File: config.mk
export PLATFORM = sky130hd
export DESIGN_NAME = waveform_column_min_max_rms_top
export DESIGN_NICKNAME = d
export VERILOG_FILES = /design/src/rtl/core/wcmmr_pkg.sv /design/src/rtl/core/wcmmr_front.sv /design/src/rtl/core/wcmmr_back.sv /design/src/rtl/core/waveform_column_min_max_rms_top.sv
export SDC_FILE = /design/constraint.sdc
export NUM_CORES = 2
export LEC_CHECK = 0
export BUFFER_PORTS_ARGS = -buffer_cell sky130_fd_sc_hd__buf_2
export CAP_MARGIN = 10
export CORE_AREA = 2 2 370 372
export DETAILED_ROUTE_END_ITERATION = 7
export DIE_AREA = 0 0 372 374
export HOLD_SLACK_MARGIN = 0.06
export PLACE_DENSITY = 0.81
export SYNTH_ARGS = -nofsm -noshare
export SYNTH_HDL_FRONTEND = slang
export SYNTH_SLANG_ARGS = --single-unit
File: constraint.sdc
create_clock -name clk -period 10.2 [get_ports clk]
set_input_delay 1.53 -clock clk [delete_from_list [all_inputs] [get_ports clk]]
set_output_delay 1.53 -clock clk [all_outputs]
set_load 0.005 [all_outputs]
File: src/rtl/core/wcmmr_pkg.sv
// ----------------------------------------------------------------------------
// wcmmr_pkg
// Shared types and constants of the waveform column min/max/RMS summariser.
// ----------------------------------------------------------------------------
package wcmmr_pkg;

    localparam int RESULT_LIMIT = 64;
    localparam int SUMSQ_W      = 55;

    localparam logic [1:0] REG_VIEW_LENGTH   = 2'd0;
    localparam logic [1:0] REG_COLUMN_COUNT  = 2'd1;
    localparam logic [1:0] REG_CHANNEL_COUNT = 2'd2;

    // One closing request handed from the front end to the back end.
    typedef struct packed {
        logic [11:0]        column;
        logic [2:0]         channel;
        logic signed [15:0] minimum;
        logic signed [15:0] maximum;
        logic [SUMSQ_W-1:0] sum_sq;
        logic [24:0]        frames;
        logic [6:0]         copies;
        logic               truncated;
    } close_req_t;

endpackage

File: src/rtl/core/wcmmr_front.sv
// ----------------------------------------------------------------------------
// wcmmr_front
// Accumulate samples per channel, track column boundaries and raise a
// closing request when a column's last frame arrives.
// ----------------------------------------------------------------------------
module wcmmr_front #(
    parameter int MAX_CHANNELS    = 8
) (
    input  logic                   clk,
    input  logic                   rst_n,
    input  logic                   restart,
    input  logic [24:0]            n_eff,
    input  logic [12:0]            w_eff,
    input  logic [3:0]             nc_eff,
    input  logic                   in_valid,
    output logic                   in_stall,
    input  logic signed [15:0]     sample,
    output logic                   req_valid,
    input  logic                   req_stall,
    output wcmmr_pkg::close_req_t  req
);
    import wcmmr_pkg::*;

    localparam int CH_W = (MAX_CHANNELS > 1) ? $clog2(MAX_CHANNELS) : 1;

    typedef enum logic [3:0] {
        ST_IDLE  = 4'b0001,
        ST_SCAN  = 4'b0010,
        ST_EMIT  = 4'b0100,
        ST_WRAP  = 4'b1000
    } fstate_t;

    fstate_t            state_reg, state_next;
    logic signed [15:0] min_reg [MAX_CHANNELS];
    logic signed [15:0] max_reg [MAX_CHANNELS];
    logic [SUMSQ_W-1:0] sq_reg  [MAX_CHANNELS];
    logic [24:0]        frame_reg;
    logic [3:0]         chan_reg;
    logic [12:0]        col_reg;
    logic [12:0]        scan_reg;
    logic [24:0]        start_reg;
    logic [6:0]         total_reg;
    logic               trunc_reg;
    // boundary tracking: end of column scan_reg = q_reg (+ remainder rem_reg)
    logic [24:0]        q_reg;
    logic [12:0]        rem_reg;
    logic [24:0]        prev_q_reg;
    logic [31:0]        sq_prod_reg;
    logic [CH_W-1:0]    cidx;
    logic [25:0]        e_raw;

    // N = qn*W + rn, worked out bit-serially after each restart
    logic [24:0] qn_reg;
    logic [12:0] rn_reg;
    logic [25:0] dv_rem_reg;
    logic [4:0]  dv_cnt_reg;
    logic        dv_busy_reg;
    logic [25:0] dv_trial;

    // Quotient state for the open column: floor(col*N/W) and floor((col+1)*N/W),
    // kept in step as col advances (updated when the frame commits).
    logic [24:0] col_prev_reg, col_q_reg;
    logic [12:0] col_r_reg;

    assign cidx = chan_reg[CH_W-1:0];
    assign in_stall = (state_reg != ST_IDLE) || dv_busy_reg;

    // column end for scan_reg from running quotient
    always_comb
    begin
        e_raw = {1'b0, q_reg};
        if (q_reg <= prev_q_reg)
            e_raw = {1'b0, prev_q_reg} + 26'd1;
        if (e_raw > {1'b0, n_eff})
            e_raw = {1'b0, n_eff};
    end

    // next quotient/remainder step: (k+1)*N/W advanced by N/W with carry
    logic [37:0] n_by_w_sum;
    logic [24:0] q_step;
    logic [12:0] r_step;
    always_comb
    begin
        n_by_w_sum = {13'd0, n_eff} + 38'(0);
        q_step = q_reg;
        r_step = rem_reg;
        // add N to the numerator; fold whole multiples of W one at a time is
        // too slow, so keep N split as qn*W + rn (registered below)
        q_step = q_reg + qn_reg;
        if ({1'b0, rem_reg} + {1'b0, rn_reg} >= {1'b0, w_eff})
        begin
            q_step = q_reg + qn_reg + 25'd1;
            r_step = 13'(({1'b0, rem_reg} + {1'b0, rn_reg}) - {1'b0, w_eff});
        end
        else
            r_step = rem_reg + rn_reg;
        if (n_by_w_sum == 38'd0)
            r_step = rem_reg;
    end

    assign dv_trial = {dv_rem_reg[24:0], n_eff[dv_cnt_reg]};

    always_ff @(posedge clk or negedge rst_n)
    begin
        if (!rst_n)
        begin
            dv_busy_reg <= 1'b1;
            dv_cnt_reg  <= 5'd24;
            dv_rem_reg  <= '0;
            qn_reg      <= '0;
            rn_reg      <= '0;
        end
        else if (restart)
        begin
            dv_busy_reg <= 1'b1;
            dv_cnt_reg  <= 5'd24;
            dv_rem_reg  <= '0;
            qn_reg      <= '0;
        end
        else if (dv_busy_reg)
        begin
            if (dv_trial >= {13'd0, w_eff})
            begin
                dv_rem_reg <= dv_trial - {13'd0, w_eff};
                qn_reg     <= {qn_reg[23:0], 1'b1};
            end
            else
            begin
                dv_rem_reg <= dv_trial;
                qn_reg     <= {qn_reg[23:0], 1'b0};
            end
            if (dv_cnt_reg == 5'd0)
            begin
                dv_busy_reg <= 1'b0;
                rn_reg <= (dv_trial >= {13'd0, w_eff}) ?
                          13'(dv_trial - {13'd0, w_eff}) : 13'(dv_trial);
            end
            else
                dv_cnt_reg <= dv_cnt_reg - 5'd1;
        end
    end

    logic first_scan_reg;

    always_comb
    begin
        state_next = state_reg;
        case (state_reg)
            ST_IDLE: if (in_valid && !dv_busy_reg && !restart) state_next = ST_SCAN;
            ST_SCAN:
            begin
                if (first_scan_reg)
                    state_next = ST_SCAN;
                else if ({12'd0, scan_reg} < {12'd0, w_eff} &&
                    e_raw == {1'b0, frame_reg} + 26'd1)
                    state_next = ST_SCAN;
                else if (total_reg != 7'd0)
                    state_next = ST_EMIT;
                else
                    state_next = ST_WRAP;
            end
            ST_EMIT: if (!req_stall) state_next = ST_WRAP;
            ST_WRAP: state_next = ST_IDLE;
            default: state_next = ST_IDLE;
        endcase
    end

    assign req_valid = (state_reg == ST_EMIT);
    always_comb
    begin
        req.column    = col_reg[11:0];
        req.channel   = chan_reg[2:0];
        req.minimum   = min_reg[cidx];
        req.maximum   = max_reg[cidx];
        req.sum_sq    = sq_reg[cidx];
        req.frames    = (start_reg <= frame_reg) ? frame_reg - start_reg + 25'd1 : 25'd1;
        req.copies    = total_reg;
        req.truncated = trunc_reg;
    end

    logic last_chan;
    assign last_chan = ({1'b0, chan_reg} + 5'd1 >= {1'b0, nc_eff});

    always_ff @(posedge clk or negedge rst_n)
    begin
        if (!rst_n)
        begin
            state_reg <= ST_IDLE;
            frame_reg <= '0;
            chan_reg  <= '0;
            col_reg   <= '0;
            scan_reg  <= '0;
            start_reg <= '0;
            total_reg <= '0;
            trunc_reg <= 1'b0;
            q_reg     <= '0;
            rem_reg   <= '0;
            prev_q_reg <= '0;
            first_scan_reg <= 1'b0;
            for (int i = 0; i < MAX_CHANNELS; i++)
            begin
                min_reg[i] <= 16'sh7FFF;
                max_reg[i] <= -16'sh8000;
                sq_reg[i]  <= '0;
            end
        end
        else if (restart)
        begin
            state_reg <= ST_IDLE;
            frame_reg <= '0;
            chan_reg  <= '0;
            col_reg   <= '0;
            start_reg <= '0;
            for (int i = 0; i < MAX_CHANNELS; i++)
            begin
                min_reg[i] <= 16'sh7FFF;
                max_reg[i] <= -16'sh8000;
                sq_reg[i]  <= '0;
            end
        end
        else
        begin
            state_reg <= state_next;
            case (state_reg)
                ST_IDLE:
                begin
                    if (in_valid && !dv_busy_reg)
                    begin
                        sq_prod_reg <= 32'($signed(sample) * $signed(sample));
                        if (sample < min_reg[cidx]) min_reg[cidx] <= sample;
                        if (sample > max_reg[cidx]) max_reg[cidx] <= sample;
                        scan_reg  <= col_reg;
                        total_reg <= '0;
                        trunc_reg <= 1'b0;
                        first_scan_reg <= 1'b1;
                    end
                end
                ST_SCAN:
                begin
                    if (first_scan_reg)
                    begin
                        first_scan_reg <= 1'b0;
                        sq_reg[cidx] <= sq_reg[cidx] + {23'd0, sq_prod_reg};
                        // position quotient at start and end of column col_reg
                        q_reg      <= col_q_reg;
                        rem_reg    <= col_r_reg;
                        prev_q_reg <= col_prev_reg;
                    end
                    else if ({12'd0, scan_reg} < {12'd0, w_eff} &&
                             e_raw == {1'b0, frame_reg} + 26'd1)
                    begin
                        scan_reg   <= scan_reg + 13'd1;
                        prev_q_reg <= q_reg;
                        q_reg      <= q_step;
                        rem_reg    <= r_step;
                        if (total_reg == 7'(RESULT_LIMIT))
                            trunc_reg <= 1'b1;
                        else
                            total_reg <= total_reg + 7'd1;
                    end
                end
                ST_EMIT: ;
                ST_WRAP:
                begin
                    if (total_reg != 7'd0)
                    begin
                        min_reg[cidx] <= 16'sh7FFF;
                        max_reg[cidx] <= -16'sh8000;
                        sq_reg[cidx]  <= '0;
                    end
                    if (last_chan)
                    begin
                        chan_reg <= '0;
                        if (scan_reg != col_reg)
                            start_reg <= frame_reg + 25'd1;
                        col_reg <= scan_reg;
                        if (frame_reg + 25'd1 >= n_eff)
                        begin
                            frame_reg <= '0;
                            col_reg   <= '0;
                            start_reg <= '0;
                            for (int i = 0; i < MAX_CHANNELS; i++)
                            begin
                                min_reg[i] <= 16'sh7FFF;
                                max_reg[i] <= -16'sh8000;
                                sq_reg[i]  <= '0;
                            end
                        end
                        else
                            frame_reg <= frame_reg + 25'd1;
                    end
                    else
                        chan_reg <= chan_reg + 4'd1;
                end
                default: ;
            endcase
        end
    end

    always_ff @(posedge clk or negedge rst_n)
    begin
        if (!rst_n)
        begin
            col_prev_reg <= '0;
            col_q_reg    <= '0;
            col_r_reg    <= '0;
        end
        else if (restart || (dv_busy_reg && dv_cnt_reg == 5'd0))
        begin
            col_prev_reg <= '0;
            col_q_reg    <= qn_reg;
            col_r_reg    <= rn_reg;
            if (dv_busy_reg)
            begin
                col_q_reg <= (dv_trial >= {13'd0, w_eff}) ?
                             {qn_reg[23:0], 1'b1} : {qn_reg[23:0], 1'b0};
                col_r_reg <= (dv_trial >= {13'd0, w_eff}) ?
                             13'(dv_trial - {13'd0, w_eff}) : 13'(dv_trial);
            end
        end
        else if (state_reg == ST_WRAP && last_chan)
        begin
            if (frame_reg + 25'd1 >= n_eff)
            begin
                col_prev_reg <= '0;
                col_q_reg    <= qn_reg;
                col_r_reg    <= rn_reg;
            end
            else
            begin
                col_prev_reg <= prev_q_reg;
                col_q_reg    <= q_reg;
                col_r_reg    <= rem_reg;
            end
        end
    end

endmodule

File: src/rtl/core/wcmmr_back.sv
// ----------------------------------------------------------------------------
// wcmmr_back
// Divide the sum of squares by the frame count, take the integer square
// root and emit one result per closed column, at most 64 per request.
// ----------------------------------------------------------------------------
module wcmmr_back (
    input  logic                   clk,
    input  logic                   rst_n,
    input  logic                   req_valid,
    output logic                   req_stall,
    input  wcmmr_pkg::close_req_t  req,
    output logic                   out_valid,
    input  logic                   out_stall,
    output logic [11:0]            column,
    output logic [2:0]             channel,
    output logic signed [15:0]     minimum,
    output logic signed [15:0]     maximum,
    output logic [15:0]            root_mean_square,
    output logic                   truncated,
    output logic                   last
);
    import wcmmr_pkg::*;

    typedef enum logic [3:0] {
        BK_IDLE = 4'b0001,
        BK_DIV  = 4'b0010,
        BK_SQRT = 4'b0100,
        BK_OUT  = 4'b1000
    } bstate_t;

    bstate_t            state_reg;
    close_req_t         job_reg;
    logic [SUMSQ_W-1:0] quo_reg;
    logic [25:0]        drem_reg;
    logic [5:0]         cnt_reg;
    logic [SUMSQ_W-1:0] sx_reg;
    logic [31:0]        sres_reg;
    logic [6:0]         idx_reg;
    logic [25:0]        dtrial;
    logic [SUMSQ_W+1:0] sq_x;
    logic [SUMSQ_W+1:0] sq_try;

    assign req_stall = (state_reg != BK_IDLE);
    assign dtrial = {drem_reg[24:0], quo_reg[SUMSQ_W-1]};
    assign sq_x   = {2'b0, sx_reg};
    assign sq_try = {25'd0, sres_reg} + ({{(SUMSQ_W+1){1'b0}}, 1'b1} << {cnt_reg, 1'b0});

    assign out_valid        = (state_reg == BK_OUT);
    assign column           = 12'(job_reg.column + {5'd0, idx_reg});
    assign channel          = job_reg.channel;
    assign minimum          = job_reg.minimum;
    assign maximum          = job_reg.maximum;
    assign root_mean_square = sres_reg[15:0];
    assign truncated        = job_reg.truncated;
    assign last             = (idx_reg + 7'd1 == job_reg.copies);

    always_ff @(posedge clk or negedge rst_n)
    begin
        if (!rst_n)
        begin
            state_reg <= BK_IDLE;
            cnt_reg   <= '0;
            idx_reg   <= '0;
        end
        else
        begin
            case (state_reg)
                BK_IDLE:
                begin
                    if (req_valid)
                    begin
                        job_reg   <= req;
                        quo_reg   <= req.sum_sq;
                        drem_reg  <= '0;
                        cnt_reg   <= 6'(SUMSQ_W - 1);
                        state_reg <= BK_DIV;
                    end
                end
                // restoring division, one quotient bit a cycle
                BK_DIV:
                begin
                    if (dtrial >= {1'b0, job_reg.frames})
                    begin
                        drem_reg <= dtrial - {1'b0, job_reg.frames};
                        quo_reg  <= {quo_reg[SUMSQ_W-2:0], 1'b1};
                    end
                    else
                    begin
                        drem_reg <= dtrial;
                        quo_reg  <= {quo_reg[SUMSQ_W-2:0], 1'b0};
                    end
                    if (cnt_reg == 6'd0)
                    begin
                        state_reg <= BK_SQRT;
                        cnt_reg   <= 6'd27;
                        sres_reg  <= '0;
                        sx_reg    <= (dtrial >= {1'b0, job_reg.frames}) ?
                                     {quo_reg[SUMSQ_W-2:0], 1'b1} :
                                     {quo_reg[SUMSQ_W-2:0], 1'b0};
                    end
                    else
                        cnt_reg <= cnt_reg - 6'd1;
                end
                // digit-by-digit square root, one result bit a cycle
                BK_SQRT:
                begin
                    if (sq_x >= sq_try)
                    begin
                        sx_reg   <= SUMSQ_W'(sq_x - sq_try);
                        sres_reg <= 32'((sq_try[SUMSQ_W+1:0] >> 1) +
                                        ({{(SUMSQ_W+1){1'b0}}, 1'b1} << {cnt_reg, 1'b0}) -
                                        ({{(SUMSQ_W+1){1'b0}}, 1'b1} << ({cnt_reg, 1'b0} - 7'd1)));
                    end
                    else
                        sres_reg <= sres_reg >> 1;
                    if (cnt_reg == 6'd0)
                    begin
                        state_reg <= BK_OUT;
                        idx_reg   <= '0;
                    end
                    else
                        cnt_reg <= cnt_reg - 6'd1;
                end
                BK_OUT:
                begin
                    if (!out_stall)
                    begin
                        if (last)
                            state_reg <= BK_IDLE;
                        else
                            idx_reg <= idx_reg + 7'd1;
                    end
                end
                default: state_reg <= BK_IDLE;
            endcase
        end
    end

endmodule

File: src/rtl/core/waveform_column_min_max_rms_top.sv
// ----------------------------------------------------------------------------
// waveform_column_min_max_rms_top
// Per-column min/max/RMS summary of an interleaved Q15 audio view.
// ----------------------------------------------------------------------------
// Samples enter one channel at a time. The front end scans every column that
// a sample ends, including those beyond the 64 that are emitted. Each closing
// request then runs a 55-step serial divider and a 28-step square root in the
// back end before its copies (at most 64) leave at one per cycle while the
// receiver does not stall. After reset or any write to a known register index
// a serial split of N by W runs before the first sample is taken.
module waveform_column_min_max_rms_top #(
    parameter int MAX_CHANNELS    = 8,
    parameter int MAX_COLUMNS     = 4096,
    parameter int MAX_VIEW_FRAMES = 16777216
) (
    input  logic               clk,
    input  logic               rst_n,
    input  logic               cfg_write,
    input  logic [1:0]         cfg_index,
    input  logic [24:0]        cfg_data,
    input  logic               in_valid,
    output logic               in_stall,
    input  logic signed [15:0] sample,
    output logic               out_valid,
    input  logic               out_stall,
    output logic [11:0]        column,
    output logic [2:0]         channel,
    output logic signed [15:0] minimum,
    output logic signed [15:0] maximum,
    output logic [15:0]        root_mean_square,
    output logic               truncated,
    output logic               last
);
    import wcmmr_pkg::*;

    logic [24:0] view_length_reg;
    logic [12:0] column_count_reg;
    logic [3:0]  channel_count_reg;
    logic        restart;
    logic [24:0] n_eff;
    logic [12:0] w_eff;
    logic [3:0]  nc_eff;
    logic        req_valid, req_stall;
    close_req_t  req;

    // hold registers; any write to a known index restarts the view
    always_ff @(posedge clk or negedge rst_n)
    begin
        if (!rst_n)
        begin
            view_length_reg   <= 25'd1;
            column_count_reg  <= 13'd1;
            channel_count_reg <= 4'd1;
        end
        else if (cfg_write)
        begin
            case (cfg_index)
                REG_VIEW_LENGTH:   view_length_reg   <= cfg_data;
                REG_COLUMN_COUNT:  column_count_reg  <= cfg_data[12:0];
                REG_CHANNEL_COUNT: channel_count_reg <= cfg_data[3:0];
                default: ;
            endcase
        end
    end

    logic restart_reg;
    always_ff @(posedge clk or negedge rst_n)
    begin
        if (!rst_n)
            restart_reg <= 1'b0;
        else
            restart_reg <= cfg_write && (cfg_index == REG_VIEW_LENGTH ||
                                         cfg_index == REG_COLUMN_COUNT ||
                                         cfg_index == REG_CHANNEL_COUNT);
    end
    assign restart = restart_reg;

    // clamp registers into their legal ranges
    always_comb
    begin
        n_eff = view_length_reg;
        if (n_eff == 25'd0) n_eff = 25'd1;
        if ({7'd0, n_eff} > 32'(MAX_VIEW_FRAMES)) n_eff = 25'(MAX_VIEW_FRAMES);
        w_eff = column_count_reg;
        if (w_eff == 13'd0) w_eff = 13'd1;
        if ({19'd0, w_eff} > 32'(MAX_COLUMNS)) w_eff = 13'(MAX_COLUMNS);
        nc_eff = channel_count_reg;
        if (nc_eff == 4'd0) nc_eff = 4'd1;
        if ({28'd0, nc_eff} > 32'(MAX_CHANNELS)) nc_eff = 4'(MAX_CHANNELS);
    end

    logic in_stall_f;
    assign in_stall = in_stall_f || restart || cfg_write;

    wcmmr_front #(
        .MAX_CHANNELS   (MAX_CHANNELS)
    ) u_front (
        .clk      (clk),
        .rst_n    (rst_n),
        .restart  (restart),
        .n_eff    (n_eff),
        .w_eff    (w_eff),
        .nc_eff   (nc_eff),
        .in_valid (in_valid && !cfg_write),
        .in_stall (in_stall_f),
        .sample   (sample),
        .req_valid(req_valid),
        .req_stall(req_stall),
        .req      (req)
    );

    wcmmr_back u_back (
        .clk             (clk),
        .rst_n           (rst_n),
        .req_valid       (req_valid),
        .req_stall       (req_stall),
        .req             (req),
        .out_valid       (out_valid),
        .out_stall       (out_stall),
        .column          (column),
        .channel         (channel),
        .minimum         (minimum),
        .maximum         (maximum),
        .root_mean_square(root_mean_square),
        .truncated       (truncated),
        .last            (last)
    );

`ifndef SYNTHESIS
    a_req_hold: assert property (@(posedge clk) disable iff (!rst_n)
        req_valid && req_stall |=> req_valid)
        else $error("closing request dropped while stalled");
    a_rms_range: assert property (@(posedge clk) disable iff (!rst_n)
        out_valid |-> root_mean_square <= 16'd32768)
        else $error("rms out of range");
    a_minmax: assert property (@(posedge clk) disable iff (!rst_n)
        out_valid |-> minimum <= maximum)
        else $error("minimum above maximum");
`endif

endmodule

==> results.toml <==
[worst_setup_path]
critPathMaxStageDelay_ns = 0.80
r2r_start = "u_back.cnt_reg[2]$_DFFE_PN0P_"
cp.arrival_ns = 8.92
cp-start-kind = "flop"
rr_worst_depth = 28
reg2reg_to = "u_back.sx_reg[31]$_DFFE_PP_"
worstPathRequired_ns = 10.67
criticalPathCategory = "reg -> reg"
critPathSlowestCell = "a2111oi_0"
rrSetupSlack_ns = 1.75
path_max_fanout = 35
crit_start = "u_back.cnt_reg[2]$_DFFE_PN0P_"
worstSetupEndpointType = "flop"

[cells_and_area]
areaGrowthSynthToFinish_pct = 7.614
seqCellArea_um2 = 34660
multiInputGateArea_um2 = 48210
fin_nets = 9904
layout_common_cells = "nand2_1 (1112), dfrtp_1 (903), inv_1 (654)"
largest_register_ff_count = 440
layout_commonest_cell = "nand2_1"
drive_gt1_share_pct = 9.415
fill_cells = 9963

[die]
die-height_um = 374
design.die.area_um2 = 139100
io_pins = 115
rows = 135
die_w_um = 372
initial_core_util_pct = 64.74
coreArea_um2 = 135000

[timing]
slew_viol_final = 0
grt_setup_unrepaired = "false"
setup_violations = 0
relSlewSlack_pct = 6.672
fin_crit_sh_pct = 82.85
finalHoldViolCount = 0
fmax_mhz = 118.3
fin_ws_ns = 1.749
fin_crit_ns = 8.451
fin_skew_ns = 0.03200
fin_tns_setup_ns = 0
tightest_slew_ns = 1.400

[synthesis]
synth_ff_type = "dfrtp_1"
yosys_warnings = 0
async_flop_share_pct = 78.97
synthesis.area_um2 = 87380
synth_edf_count = 278
syn_avg_cell_area_um2 = 9.466
ys_ff_latch = 1322
synthCells = 9230
ys_seq_area_share_pct = 39.65
synthDistinctLibCells = 118
syn_nets = 10067

[route]
drt_first_pass_iters = 8
routedWlPerCell_um = 25.19
routed_wl_mm = 276.4
antenna_left = 0
viasPerCell = 6.883
drcViolationCount = 4
num_vias = 75515
drt-initial-drc-count = 10566

[placement]
gp_congestion = 0.9763
numPortBuffers = 114
dpl_worst_slack_ns = 1.378
place_hpwl_mm = 184.6

[job]
maxCapViolations = 0

[clocking]
cts_buffers = 143
cts_tree = "built"
clk_pin_slew_ns = 0.06
hold_buffers = 0
worstSkewPairLatency_ns = 0.81
cts_sinks = 1322
htree_num_levels = 4
root_buffer = "clkbuf_16"
postCtsSetupBuffers = 0
cts_resized = 0
clk_path_buf_depth = 3

[power_and_ir_drop]
p_per_area_nw_per_um2 = 258.2
worst_ir_drop_vdd_uv = 597.5
leakage_uw = 0.04185
p_total_uw = 24270

[global_routing]
grt_pass1_vias = 74587
grt_use_total_pct = 39.36
global_route.overflow_total = 0
grt_max_degree = 139
grt_pass1_wl_mm = 427.7
antenna_found_initial = 12

[outcome]
status = "finished, violations left"
violations = "DRC"

[min_path]
hold_start = "u_front.trunc_reg$_DFFE_PN0P_"
hold_end = "u_back.truncated$_DFFE_PP_"
whs_path_depth = 0
min_path_type = "reg -> reg"
-- layout make-up --
type,count,share of cell area [%]
Multi-Input combinational cell,6693,51.27
Sequential cell,1322,36.86
Clock buffer,196,4.275
Inverter,660,2.635
Tap cell,1781,2.370
Timing Repair Buffer,247,1.735
Clock inverter,69,0.8383
Antenna cell,4,0.01065
-- critical path: cells and delay by family, from the launching register on --
kind	cells	cell delay, ns
flip-flops	1	0.55
buffers and inverters	3	0.74
AO/OA/AOI/OAI	14	4.22
AND/OR/NAND/NOR	7	1.67
adder cells (fa/ha/maj)	3	0.70
XOR/XNOR	1	0.23
-- kinds of logic after synthesis --
| group | share of synthesized area [%] |
|---|---|
| AOI/OAI and AO/OA | 20.54 |
| xor gates and xnor gates | 3.968 |
| muxes | 3.361 |
| DFF | 39.65 |
| and+or+nand+nor | 13.44 |
| adders and majority gates | 13.43 |
| buffers and inverters | 5.613 |
-- synth_stat cells (all sizes together) (151+ instances only) --
cell type	n	area [µm²]
ha	541	6769
edfxtp	278	8348
a22o	345	3022
clkbuf	404	1518
nand2	1115	4190
a22oi	262	1967
fa	248	4965
inv	657	2466
xnor2	257	2251
buf	151	909.6
nor3	152	822.1
nand3	154	775.7
a21oi	570	2868
nor2	597	2251
dfrtp	908	22720
o21ai	657	3296
-- power breakdown --
| group | internal [µW] | leakage [µW] | total (µW) | switching, µW |
|---|---|---|---|---|
| Clock | 3110 | 0.00236 | 5410 | 2300 |
| Sequential | 6240 | 0.0165 | 6740 | 501 |
| Combinational | 4750 | 0.0230 | 12100 | 7370 |
-- worst max-delay path by stage --
stage                                              to  slack [ns]  depth (start not counted)
floorplan            u_back.drem_reg[0]$_SDFFCE_PN0P_        2.21                          1
global placement    u_front.sq_prod_reg[31]$_DFFE_PP_        1.50                         22
detailed placement  u_front.sq_prod_reg[31]$_DFFE_PP_        1.38                         22
CTS                       u_back.sx_reg[33]$_DFFE_PP_        1.86                         28
global route               u_back.sx_reg[2]$_DFFE_PP_        1.06                         29
finish                    u_back.sx_reg[31]$_DFFE_PP_        1.75                         28
-- layer usage --
layer | global-route usage, % | wire length [µm]
met5 | 0 | 265
met4 | 18.75 | 14850
met3 | 12.91 | 36550
met2 | 57.50 | 118600
met1 | 52.88 | 106100
-- through the flow --
step           area [µm²]  utilization (%)  cells  hold slack, ns
2_1_floorplan       87380                -   9230          0.4257
3_3_place_gp        89180            66.08  10701          0.4398
3_5_place_dp        89180            66.08  10701          0.4387
4_1_cts             93990            69.64  10966          0.4509
5_1_grt             94020            69.66  10968          0.4768
6_report            94030            69.67  10972          0.4648
Note: power is estimated with default switching activity, not from simulation.
